**config.mk**
```make
export PLATFORM = sky130hd
export DESIGN_NAME = fsdl_front
export DESIGN_NICKNAME = d
export VERILOG_FILES = /design/src/rtl/core/fsdl_pkg.sv /design/src/rtl/core/fsdl_front.sv
export SDC_FILE = /design/constraint.sdc
export NUM_CORES = 1
export LEC_CHECK = 0
export BUFFER_PORTS_ARGS = -buffer_cell sky130_fd_sc_hd__buf_2
export CORE_UTILIZATION = 45
export DETAILED_ROUTE_END_ITERATION = 8
export GPL_ROUTABILITY_DRIVEN = 0
export HOLD_SLACK_MARGIN = 0.05
export PLACE_DENSITY_LB_ADDON = 0.15
export SLEW_MARGIN = 20
export SYNTH_ARGS = -nofsm -noshare
export SYNTH_HDL_FRONTEND = slang
export SYNTH_SLANG_ARGS = --single-unit
```
**constraint.sdc**
```tcl
create_clock -name clk -period 4.81 [get_ports clk]
set_clock_uncertainty 0.05 [all_clocks]
set_input_delay 0.2405 -clock clk [delete_from_list [all_inputs] [get_ports clk]]
set_output_delay 0.2405 -clock clk [all_outputs]
set_load 0.02 [all_outputs]
```
**src/rtl/core/fsdl_pkg.sv**
```systemverilog
// Shared types, constants and helpers for the frame sync detect-and-lock block.
// Used by fsdl_front, fsdl_runs and frame_sync_detect_and_lock; depends on nothing.
package fsdl_pkg;

    localparam int FRAME_BITS = 160;
    localparam int MAX_FRAMES = 8192;
    localparam int SYNC_LEN   = 7;

    // Field widths fixed by the interface.
    localparam int POS_W   = 21;
    localparam int RUN_W   = 14;
    localparam int PHASE_W = 8;
    localparam int ERR_W   = 3;
    localparam int CFG_W   = 14;

    // One run table row holds the normal run in the low half and the inverted run above it.
    localparam int RUN_ROW_W = 2 * RUN_W;

    localparam logic [SYNC_LEN-1:0] SYNC_WORD = 7'b1010011;

    // Bit count after which no further window position can be formed.
    localparam logic [POS_W-1:0] LAST_COUNT = POS_W'(MAX_FRAMES * FRAME_BITS + SYNC_LEN - 1);
    localparam logic [POS_W-1:0] SYNC_LEN_POS = POS_W'(SYNC_LEN);
    localparam logic [PHASE_W-1:0] LAST_PHASE = PHASE_W'(FRAME_BITS - 1);
    localparam logic [RUN_W-1:0] RUN_MAX = {RUN_W{1'b1}};

    // Configuration register indexes.
    typedef enum logic [0:0] {
        CFG_ERR_LIMIT = 1'b0,
        CFG_MIN_CONF  = 1'b1
    } cfg_index_t;

    typedef struct packed {
        logic stream_bit;
        logic start_req;
    } in_beat_t;

    typedef struct packed {
        logic               window_valid;
        logic               match;
        logic [ERR_W-1:0]   match_errors;
        logic               match_inverted;
        logic [POS_W-1:0]   match_position;
        logic               locked;
        logic [RUN_W-1:0]   confirmations;
        logic [PHASE_W-1:0] lock_phase;
        logic               lock_inverted;
        logic               overflow;
    } out_beat_t;

    // Correlator result for one bit, handed to the run-tracking stage.
    typedef struct packed {
        logic               start;
        logic               win_valid;
        logic               match;
        logic [ERR_W-1:0]   errors;
        logic               inverted;
        logic [POS_W-1:0]   position;
        logic [PHASE_W-1:0] phase;
        logic               overflow;
    } front_t;

    function automatic logic [ERR_W-1:0] ones7(input logic [SYNC_LEN-1:0] v);
        logic [ERR_W-1:0] c;
        c = '0;
        for (int i = 0; i < SYNC_LEN; i++) begin
            c = c + ERR_W'(v[i]);
        end
        return c;
    endfunction

endpackage

```
**src/rtl/core/fsdl_front.sv**
```systemverilog
// Bit window, buffer position, frame phase and sync word correlator.
// Depends on fsdl_pkg.
module fsdl_front (
    input  logic                                clk,
    input  logic                                rst_n,
    input  logic                                accept,
    input  fsdl_pkg::in_beat_t                  beat,
    input  logic [fsdl_pkg::ERR_W-1:0]          err_limit,
    output fsdl_pkg::front_t                    front
);

    logic [fsdl_pkg::SYNC_LEN-1:0] win_reg, win_next, base_win, new_win;
    logic [fsdl_pkg::POS_W-1:0]    pos_reg, pos_next, base_pos, pos_inc;
    logic [fsdl_pkg::PHASE_W-1:0]  phase_reg, phase_next, base_phase;
    logic                          ovf_reg, ovf_next, base_ovf;
    logic                          drop;
    logic                          win_valid;
    logic [fsdl_pkg::ERR_W-1:0]    err_norm, err_inv;
    logic                          match_norm, match_inv;

    always_comb
    begin
        base_win   = beat.start_req ? '0 : win_reg;
        base_pos   = beat.start_req ? '0 : pos_reg;
        base_phase = beat.start_req ? '0 : phase_reg;
        base_ovf   = beat.start_req ? 1'b0 : ovf_reg;

        // Past the last window position the bit is dropped and the count saturates.
        drop     = (base_pos >= fsdl_pkg::LAST_COUNT);
        pos_inc  = base_pos + 1'b1;
        new_win  = {base_win[fsdl_pkg::SYNC_LEN-2:0], beat.stream_bit};

        win_next = drop ? base_win : new_win;
        pos_next = drop ? base_pos : pos_inc;
        ovf_next = base_ovf | drop;

        win_valid  = !drop && (pos_inc >= fsdl_pkg::SYNC_LEN_POS);
        err_norm   = fsdl_pkg::ones7(new_win ^ fsdl_pkg::SYNC_WORD);
        err_inv    = fsdl_pkg::ERR_W'(fsdl_pkg::SYNC_LEN) - err_norm;
        // Ties between the polarities go to the normal word.
        match_norm = (err_norm <= err_limit) && (err_norm <= err_inv);
        match_inv  = !match_norm && (err_inv <= err_limit);

        // The phase steps once per window formed, so it follows position mod frame.
        if (win_valid)
        begin
            phase_next = (base_phase == fsdl_pkg::LAST_PHASE) ? '0 : base_phase + 1'b1;
        end
        else
        begin
            phase_next = base_phase;
        end

        front.start     = beat.start_req;
        front.win_valid = win_valid;
        front.match     = win_valid && (match_norm || match_inv);
        front.inverted  = win_valid && match_inv;
        if (win_valid && match_norm)
        begin
            front.errors = err_norm;
        end
        else if (win_valid && match_inv)
        begin
            front.errors = err_inv;
        end
        else
        begin
            front.errors = '0;
        end
        front.position = win_valid ? (pos_inc - fsdl_pkg::SYNC_LEN_POS) : '0;
        front.phase    = base_phase;
        front.overflow = ovf_next;
    end

    always_ff @(posedge clk or negedge rst_n)
    begin
        if (!rst_n)
        begin
            win_reg   <= '0;
            pos_reg   <= '0;
            phase_reg <= '0;
            ovf_reg   <= 1'b0;
        end
        else if (accept)
        begin
            win_reg   <= win_next;
            pos_reg   <= pos_next;
            phase_reg <= phase_next;
            ovf_reg   <= ovf_next;
        end
    end

endmodule

```
==> impl_metrics.yaml, run 1 <==
grt:
  grt_pass1_wl_um: 13800
  grt_usage_pct: 22.9
  grt_max_degree: 46
  global_route.overflow_total: 0
  first_global_vias: 2825
  number_of_antenna_violations_at_the_first_check_in_global_routing: 0
sta:
  final.min_clock_period_ns: 4.40
  fin_crit_sh_pct: 91.4
  fin_tns_setup_ns: 0
  worst_pin_slew_ns: 0.875
  rsz0062_at_grt: "no"
  headroom_to_the_max_slew_limit_pct: 41.7
  timing.final.setup_violations: 0
  fmax_ghz: 0.227
  timing_hold_violations_final: 0
  timing_max_transition_violations_final: 0
pwr:
  vdd_ir_drop_max_mv: 0.132
  clock_power_share_pct: 33.2
  static-leakage-power_nw: 1.76
  power.switching_fraction_pct: 34.6
  power_report.internal_total_uw: 552
  switching_pwr_uw: 292
  proportion_of_power_drawn_by_combinational_gates_pct: 28.4
  p_seq_share_pct: 38.4
  powerDensity_nw_per_um2: 225
setup_path:
  kind_of_cell_with_the_highest_combined_delay_on_the_critical_path: "adder cells"
  crit_path_top_delay_cell: "sky130_fd_sc_hd__fa_1"
  critical_path.n_buffers_inverters: 4
  path_cells: "nand2_1 -> fa_1 -> fa_1 -> inv_1 -> fa_1 -> inv_1 -> fa_1 -> inv_1 -> ha_1 -> a21oi_1 -> o21bai_1 -> a21oi_2 -> nor2_1 -> mux2i_1 -> nor2_1 -> buf_2"
  timing.critical_path.required_ns: 4.52
  critPathLaunchType: "flip-flop"
  cp_slowest_stage_delay_ns: 0.54
  path_class: "flip-flop to output port"
  crit_path_top_cell_by_count: "sky130_fd_sc_hd__fa_1"
  critical_path_arrival_ns: 4.11
  end_kind: "output port"
  worst-path-max-fanout: 6
route:
  dr.pass1.iters: 4
  detail_route.wirelength_um: 8420
  avgRoutedWirePerCell_um: 15.4
  drt_iter0_drc: 244
  antenna_left: 0
  drcViolationCount: 0
  via_count_normalized_by_instance_count: 5.64
  via_count: 3089
final_layout:
  diodes: 0
  synthToLayoutAreaGrowth_pct: 11.2
  layout.nets: 469
  final.fill_count: 694
  post-route-util_pct: 51.8
  area_of_the_multi_input_gates_um2: 2280
  drive_above_1_share_pct: 21.4
  largest_register_ff_count: 21
  regArea_um2: 901
logic_synthesis:
  synth-seq-cells: 36
  synth.yosys.seq_area_share_pct: 26.7
  dominant_register_cell_in_the_synthesized_netlist: "sky130_fd_sc_hd__dfrtp_1"
  async_flop_share_pct: 100
  ys_types: 72
  synthesized_nets: 437
  synth_enable_flop_cells: 0
  synth_area_leader_cell: "sky130_fd_sc_hd__dfrtp_1"
  ys_warn_count: 0
  share_of_yosys_cell_area_claimed_by_the_top_area_cell_type_pct: 26.7
  yosys-top-cells-area: "sky130_fd_sc_hd__dfrtp_1, sky130_fd_sc_hd__nand2_1, sky130_fd_sc_hd__nor2_1"
  syn_inst: 416
  netlist_area_um2: 3380
  syn_avg_cell_area_um2: 8.12
clock_network:
  worst_setup_hold_path_clk_slew_ns: 0.09
  tritoncts_clock_tree: "done"
  cts_max_path_buffers: 2
  clock_tree_root_driver_cell: "sky130_fd_sc_hd__clkbuf_8"
  cts_buffers: 5
  clock_latency_ns: 0.30
  cts-htree-levels: 2
  cts.sink_count: 36
placement:
  port_buffer_cells: 44
  hpwl_um: 5970
floorplanning:
  dieArea_um2: 7860
  fp.dieW_um: 88.7
  die_y_um: 88.7
  fp-row-count: 31
  floorplan.io_pins: 45
  design.core.area_um2: 7250
  initial_core_util_pct: 46.6
status:
  outcome: "complete, no violations"
job:
  drv.max_cap_violation_count: 0
worst_hold_path:
  timing.hold.worst.class: "input pin to flip-flop"
==> logic make-up after synthesis <==
family,count (synthesis),share of synthesized area [%]
simple gates,205,33.4
compound gates,79,16.5
buf+inv,43,5.89
flops,36,26.7
xor+xnor,22,5.92
mux,18,5.92
fa+ha+maj,13,5.70
==> stage by stage <==
step,power [mW],instance area [µm²],worst slack (ns),cells,hold WS (ns)
2_1_floorplan,0.503,3380,0.200,416,-0.105
3_3_place_gp,0.565,3630,0.620,539,0.339
3_5_place_dp,0.568,3630,0.525,539,0.358
4_1_cts,0.849,3750,0.315,548,0.170
5_1_grt,0.891,3760,0.118,548,0.180
6_report,0.844,3760,0.413,548,0.172
==> cell type report <==
cell class,instances,area share [%]
timing repair buffer,51,7.32
tap,99,3.30
clock buffer,5,1.83
sequential,36,24.0
multi-input combinational,337,60.8
inverter,17,1.70
clock inverter,3,1.13
==> cell usage after synthesis, types with 3 or more instances <==
cell type / n
sky130_fd_sc_hd__o31ai_1: 3
sky130_fd_sc_hd__mux2i_1: 4
sky130_fd_sc_hd__nand2_1: 52
sky130_fd_sc_hd__nand3_1: 14
sky130_fd_sc_hd__nor4b_1: 3
sky130_fd_sc_hd__dfrtp_1: 36
sky130_fd_sc_hd__o21ai_0: 26
sky130_fd_sc_hd__clkbuf_1: 10
sky130_fd_sc_hd__and3_1: 3
sky130_fd_sc_hd__buf_4: 5
sky130_fd_sc_hd__nor3_1: 17
sky130_fd_sc_hd__fa_1: 4
sky130_fd_sc_hd__buf_2: 8
sky130_fd_sc_hd__mux2_2: 13
sky130_fd_sc_hd__nand2b_1: 4
sky130_fd_sc_hd__nor2b_1: 20
sky130_fd_sc_hd__o311ai_1: 3
sky130_fd_sc_hd__a21oi_1: 15
sky130_fd_sc_hd__nor2_1: 45
sky130_fd_sc_hd__inv_1: 16
sky130_fd_sc_hd__xnor2_1: 17
sky130_fd_sc_hd__ha_1: 9
sky130_fd_sc_hd__nand4_1: 7
sky130_fd_sc_hd__xor2_1: 4
sky130_fd_sc_hd__a31oi_1: 4
sky130_fd_sc_hd__or3_1: 4
sky130_fd_sc_hd__or2_2: 4
sky130_fd_sc_hd__and4b_1: 3
sky130_fd_sc_hd__a21o_1: 3
sky130_fd_sc_hd__nor4_1: 7
==> power by group through the flow <==
stage	Sequential [mW]	Clock, mW	Combinational [mW]
floorplan	0.326	0	0.177
global placement	0.330	0	0.235
detailed placement	0.330	0	0.238
CTS	0.324	0.286	0.239
global route	0.325	0.295	0.271
finish	0.324	0.280	0.240
==> worst paths after layout <==
kind / start / to / slack, ns / cells past startpoint
max: win_reg[1] / front[32] / 0.41 / 16
min: beat[1] / win_reg[0] / 0.17 / 2
max reg2reg: pos_reg[1] / phase_reg[2] / 0.94 / 11
min reg2reg: win_reg[3] / win_reg[3] / 0.43 / 2
max in group asynchronous: rst_n / win_reg[5] / 3.62 / 2
min in group asynchronous: rst_n / win_reg[3] / 0.54 / 2
==> per-layer routing <==
metal	track usage, %	vias to the layer above	routed length, µm
li1	-	1539	-
met1	32.0	1468	4110
met2	37.1	72	3890
met3	2.99	10	324
met4	6.45	0	93
met5	0	-	0
==> layout by cell type, fill, tap and decap left out, drive strengths merged, types with 3 or more instances in the layout <==
cell    instances
buf            50
nand4           9
o31ai           4
a21o            3
nor4            9
mux2i           5
xor2            4
nand3          14
mux2           13
nor4b           3
and4b           3
o311ai          5
o41ai           3
a31oi           4
nor2b          20
nor3           17
nand2          52
xnor2          18
clkbuf          5
nand2b          4
or2             5
ha              9
fa              4
nand4b          3
o21ai          26
nor2           45
and3            4
inv            17
dfrtp          36
a21oi          17
or3             5
==> what timing repair did <==
item / 4_1_cts / 5_1_grt
hold buffers: 1 / 0
endpoints found under the setup margin: 0 / 1
resized for setup: 0 / 1
endpoints found under the hold margin: 36 / 0
buffers inserted: 0 / 0
==> worst register-to-register path, cell delays in order (launching register included) <==
cell and delay (ns):
sky130_fd_sc_hd__dfrtp_1 0.46, sky130_fd_sc_hd__nor2b_1 0.28, sky130_fd_sc_hd__ha_1 0.38, sky130_fd_sc_hd__nand4b_1 0.30, sky130_fd_sc_hd__nor3_1 0.38, sky130_fd_sc_hd__mux2i_1 0.42, sky130_fd_sc_hd__o211a_1 0.29, sky130_fd_sc_hd__nand4_2 0.22
sky130_fd_sc_hd__o31ai_4 0.30, sky130_fd_sc_hd__buf_4 0.32, sky130_fd_sc_hd__nor2_1 0.12, sky130_fd_sc_hd__a311oi_1 0.27
No activity file was read; power rests on OpenSTA's default activity.
==> run 2, diff against run 1 <==
--- a/config.mk
+++ b/config.mk
@@ -5,8 +5,10 @@
 export SDC_FILE = /design/constraint.sdc
 export NUM_CORES = 1
 export LEC_CHECK = 0
+export ABC_CLOCK_PERIOD_IN_PS = 4810
 export BUFFER_PORTS_ARGS = -buffer_cell sky130_fd_sc_hd__buf_2
-export CORE_UTILIZATION = 45
+export CORE_ASPECT_RATIO = 1.5
+export CORE_UTILIZATION = 59
 export DETAILED_ROUTE_END_ITERATION = 8
 export GPL_ROUTABILITY_DRIVEN = 0
 export HOLD_SLACK_MARGIN = 0.05
==> run 2 against run 1 <==
Sequential power is essentially flat. Global-route usage grew 6.4 points. Non-clock buffer count up 1. Fmax fell by 0.46%. Clock power down 16%. Register-to-register slack gained 0.02 ns. Final cell count down 5.3%. First-iteration DRC count decreased by 20%. Critical path type unchanged. Largest power group unchanged.
==> impl_metrics.yaml, run 2 (synthesis results as in run 1) <==
clock_network:
  tritoncts_clock_tree: "done"
  clock_latency_ns: 0.29
  cts-htree-levels: 2
  worst_setup_hold_path_clk_slew_ns: 0.07
  cts_max_path_buffers: 2
  cts_buffers: 5
  cts.sink_count: 36
  post_cts_resize_count: 0
  clock_tree_root_driver_cell: "sky130_fd_sc_hd__clkbuf_8"
setup_path:
  critical_path.reg2reg.startpoint: "pos_reg[1]"
  rrSetupSlack_ns: 0.96
  critical_path_source: "win_reg[1]"
  reg2regPathDepth: 11
  worst-path-max-fanout: 6
  critPathLaunchType: "flip-flop"
  critical_path_arrival_ns: 4.13
  timing.critical_path.required_ns: 4.52
  worstSetupEndpoint: "front[31]"
  path_class: "flip-flop to output port"
  end_kind: "output port"
  critical_path.reg2reg.endpoint: "phase_reg[2]"
floorplanning:
  fp.dieW_um: 63.8
  die_y_um: 94.7
  design.core.area_um2: 5490
  fp-row-count: 33
  floorplan.io_pins: 45
  initial_core_util_pct: 61.5
  dieArea_um2: 6040
final_layout:
  synthToLayoutAreaGrowth_pct: 9.81
  drive_above_1_share_pct: 21.2
  most-common-layout-cells: "sky130_fd_sc_hd__nand2_1, sky130_fd_sc_hd__nor2_1, sky130_fd_sc_hd__buf_2"
  postLayoutCellArea_um2: 3710
  largest_register_ff_count: 21
  layout.nets: 470
  diodes: 0
  mostFrequentLayoutCell: "sky130_fd_sc_hd__nand2_1"
sta:
  timing_hold_violations_final: 0
  hold_slack_ns: 0.181
  fin_crit_sh_pct: 91.8
  timing_max_transition_violations_final: 0
  worst_pin_slew_ns: 0.875
  headroom_to_the_max_slew_limit_pct: 41.7
  fin_tns_setup_ns: 0
  timing.final.setup_violations: 0
  rsz0062_at_grt: "no"
  final.min_clock_period_ns: 4.42
  fmax_ghz: 0.226
route:
  dr.pass1.iters: 6
  avgRoutedWirePerCell_um: 16.1
  detail_route.wirelength_um: 8340
  drcViolationCount: 0
  via_count: 3225
  drt_iter0_drc: 196
  antenna_left: 0
  via_count_normalized_by_instance_count: 6.21
pwr:
  finalPower_uw: 800
  vdd_ir_drop_max_mv: 0.198
  powerDensity_nw_per_um2: 216
  static-leakage-power_nw: 1.76
grt:
  grt_usage_pct: 29.3
  first_global_vias: 2984
  number_of_antenna_violations_at_the_first_check_in_global_routing: 0
  grt_pass1_wl_um: 13800
  global_route.overflow_total: 0
  grt_max_degree: 47
status:
  outcome: "complete, no violations"
placement:
  placed_cell_area_um2: 3600
  port_buffer_cells: 44
  hpwl_um: 6050
job:
  drv.max_cap_violation_count: 0
worst_hold_path:
  timing.hold.worst.class: "input pin to flip-flop"
  hold-path-cell-count: 2
-- run 2: repair_timing --
| item | 4_1_cts | 5_1_grt |
|---|---|---|
| buffers inserted | 0 | 0 |
| hold buffers | 1 | 0 |
| hold endpoints to repair | 36 | 0 |
-- run 2: metrics by stage --
step	std cells	util (%)	setup WS (ns)
2_1_floorplan	416	-	0.200
4_1_cts	519	67.6	0.354
3_5_place_dp	511	65.6	0.539
5_1_grt	519	67.6	0.0621
6_report	519	67.6	0.393
3_3_place_gp	511	65.6	0.648
-- run 2: per-layer routing --
layer / global-route usage [%] / wire length (µm) / vias up
met1: 34.0 / 3390 / 1540
met5: 0 / 0 / -
met4: 13.4 / 231 / 0
li1: - / - / 1544
met3: 3.99 / 366 / 23
met2: 52.8 / 4360 / 118
-- run 2: worst min-delay path by stage --
stage / slack [ns] / from / to
6_report: 0.18 / beat[1] / win_reg[0]
2_1_floorplan: -0.11 / rst_n / ovf_reg
3_3_place_gp: 0.34 / rst_n / pos_reg[6]
4_1_cts: 0.17 / beat[1] / win_reg[0]
5_1_grt: 0.18 / beat[1] / win_reg[0]
3_5_place_dp: 0.35 / rst_n / pos_reg[6]
-- run 2: power breakdown --
part / internal, mW / switching, mW / total, mW
Clock: 0.128 / 0.108 / 0.236
Sequential: 0.312 / 0.0112 / 0.323
Combinational: 0.0869 / 0.154 / 0.241
Total: 0.527 / 0.273 / 0.800
-- run 2: worst max-delay path, stage by stage, from the launching register on --
cell                       delay (ns)
sky130_fd_sc_hd__dfrtp_1         0.35
sky130_fd_sc_hd__nand2_1         0.09
sky130_fd_sc_hd__fa_1            0.51
sky130_fd_sc_hd__fa_1            0.55
sky130_fd_sc_hd__inv_1           0.06
sky130_fd_sc_hd__fa_1            0.41
sky130_fd_sc_hd__inv_1           0.07
sky130_fd_sc_hd__fa_1            0.46
sky130_fd_sc_hd__inv_1           0.08
sky130_fd_sc_hd__ha_1            0.25
sky130_fd_sc_hd__a21oi_1         0.13
sky130_fd_sc_hd__o21bai_1        0.07
sky130_fd_sc_hd__a21oi_1         0.32
sky130_fd_sc_hd__nor2_1          0.11
sky130_fd_sc_hd__mux2i_1         0.15
sky130_fd_sc_hd__nor2_1          0.06
sky130_fd_sc_hd__buf_2           0.16
-- run 2: layout make-up --
type                            count  area (µm²)
Timing Repair Buffer               52         283
Clock buffer                        7        96.3
Sequential cell                    36         901
Fill cell                         484        1780
Multi-Input combinational cell    337        2280
Tap cell                           70        87.6
Inverter                           17        63.8
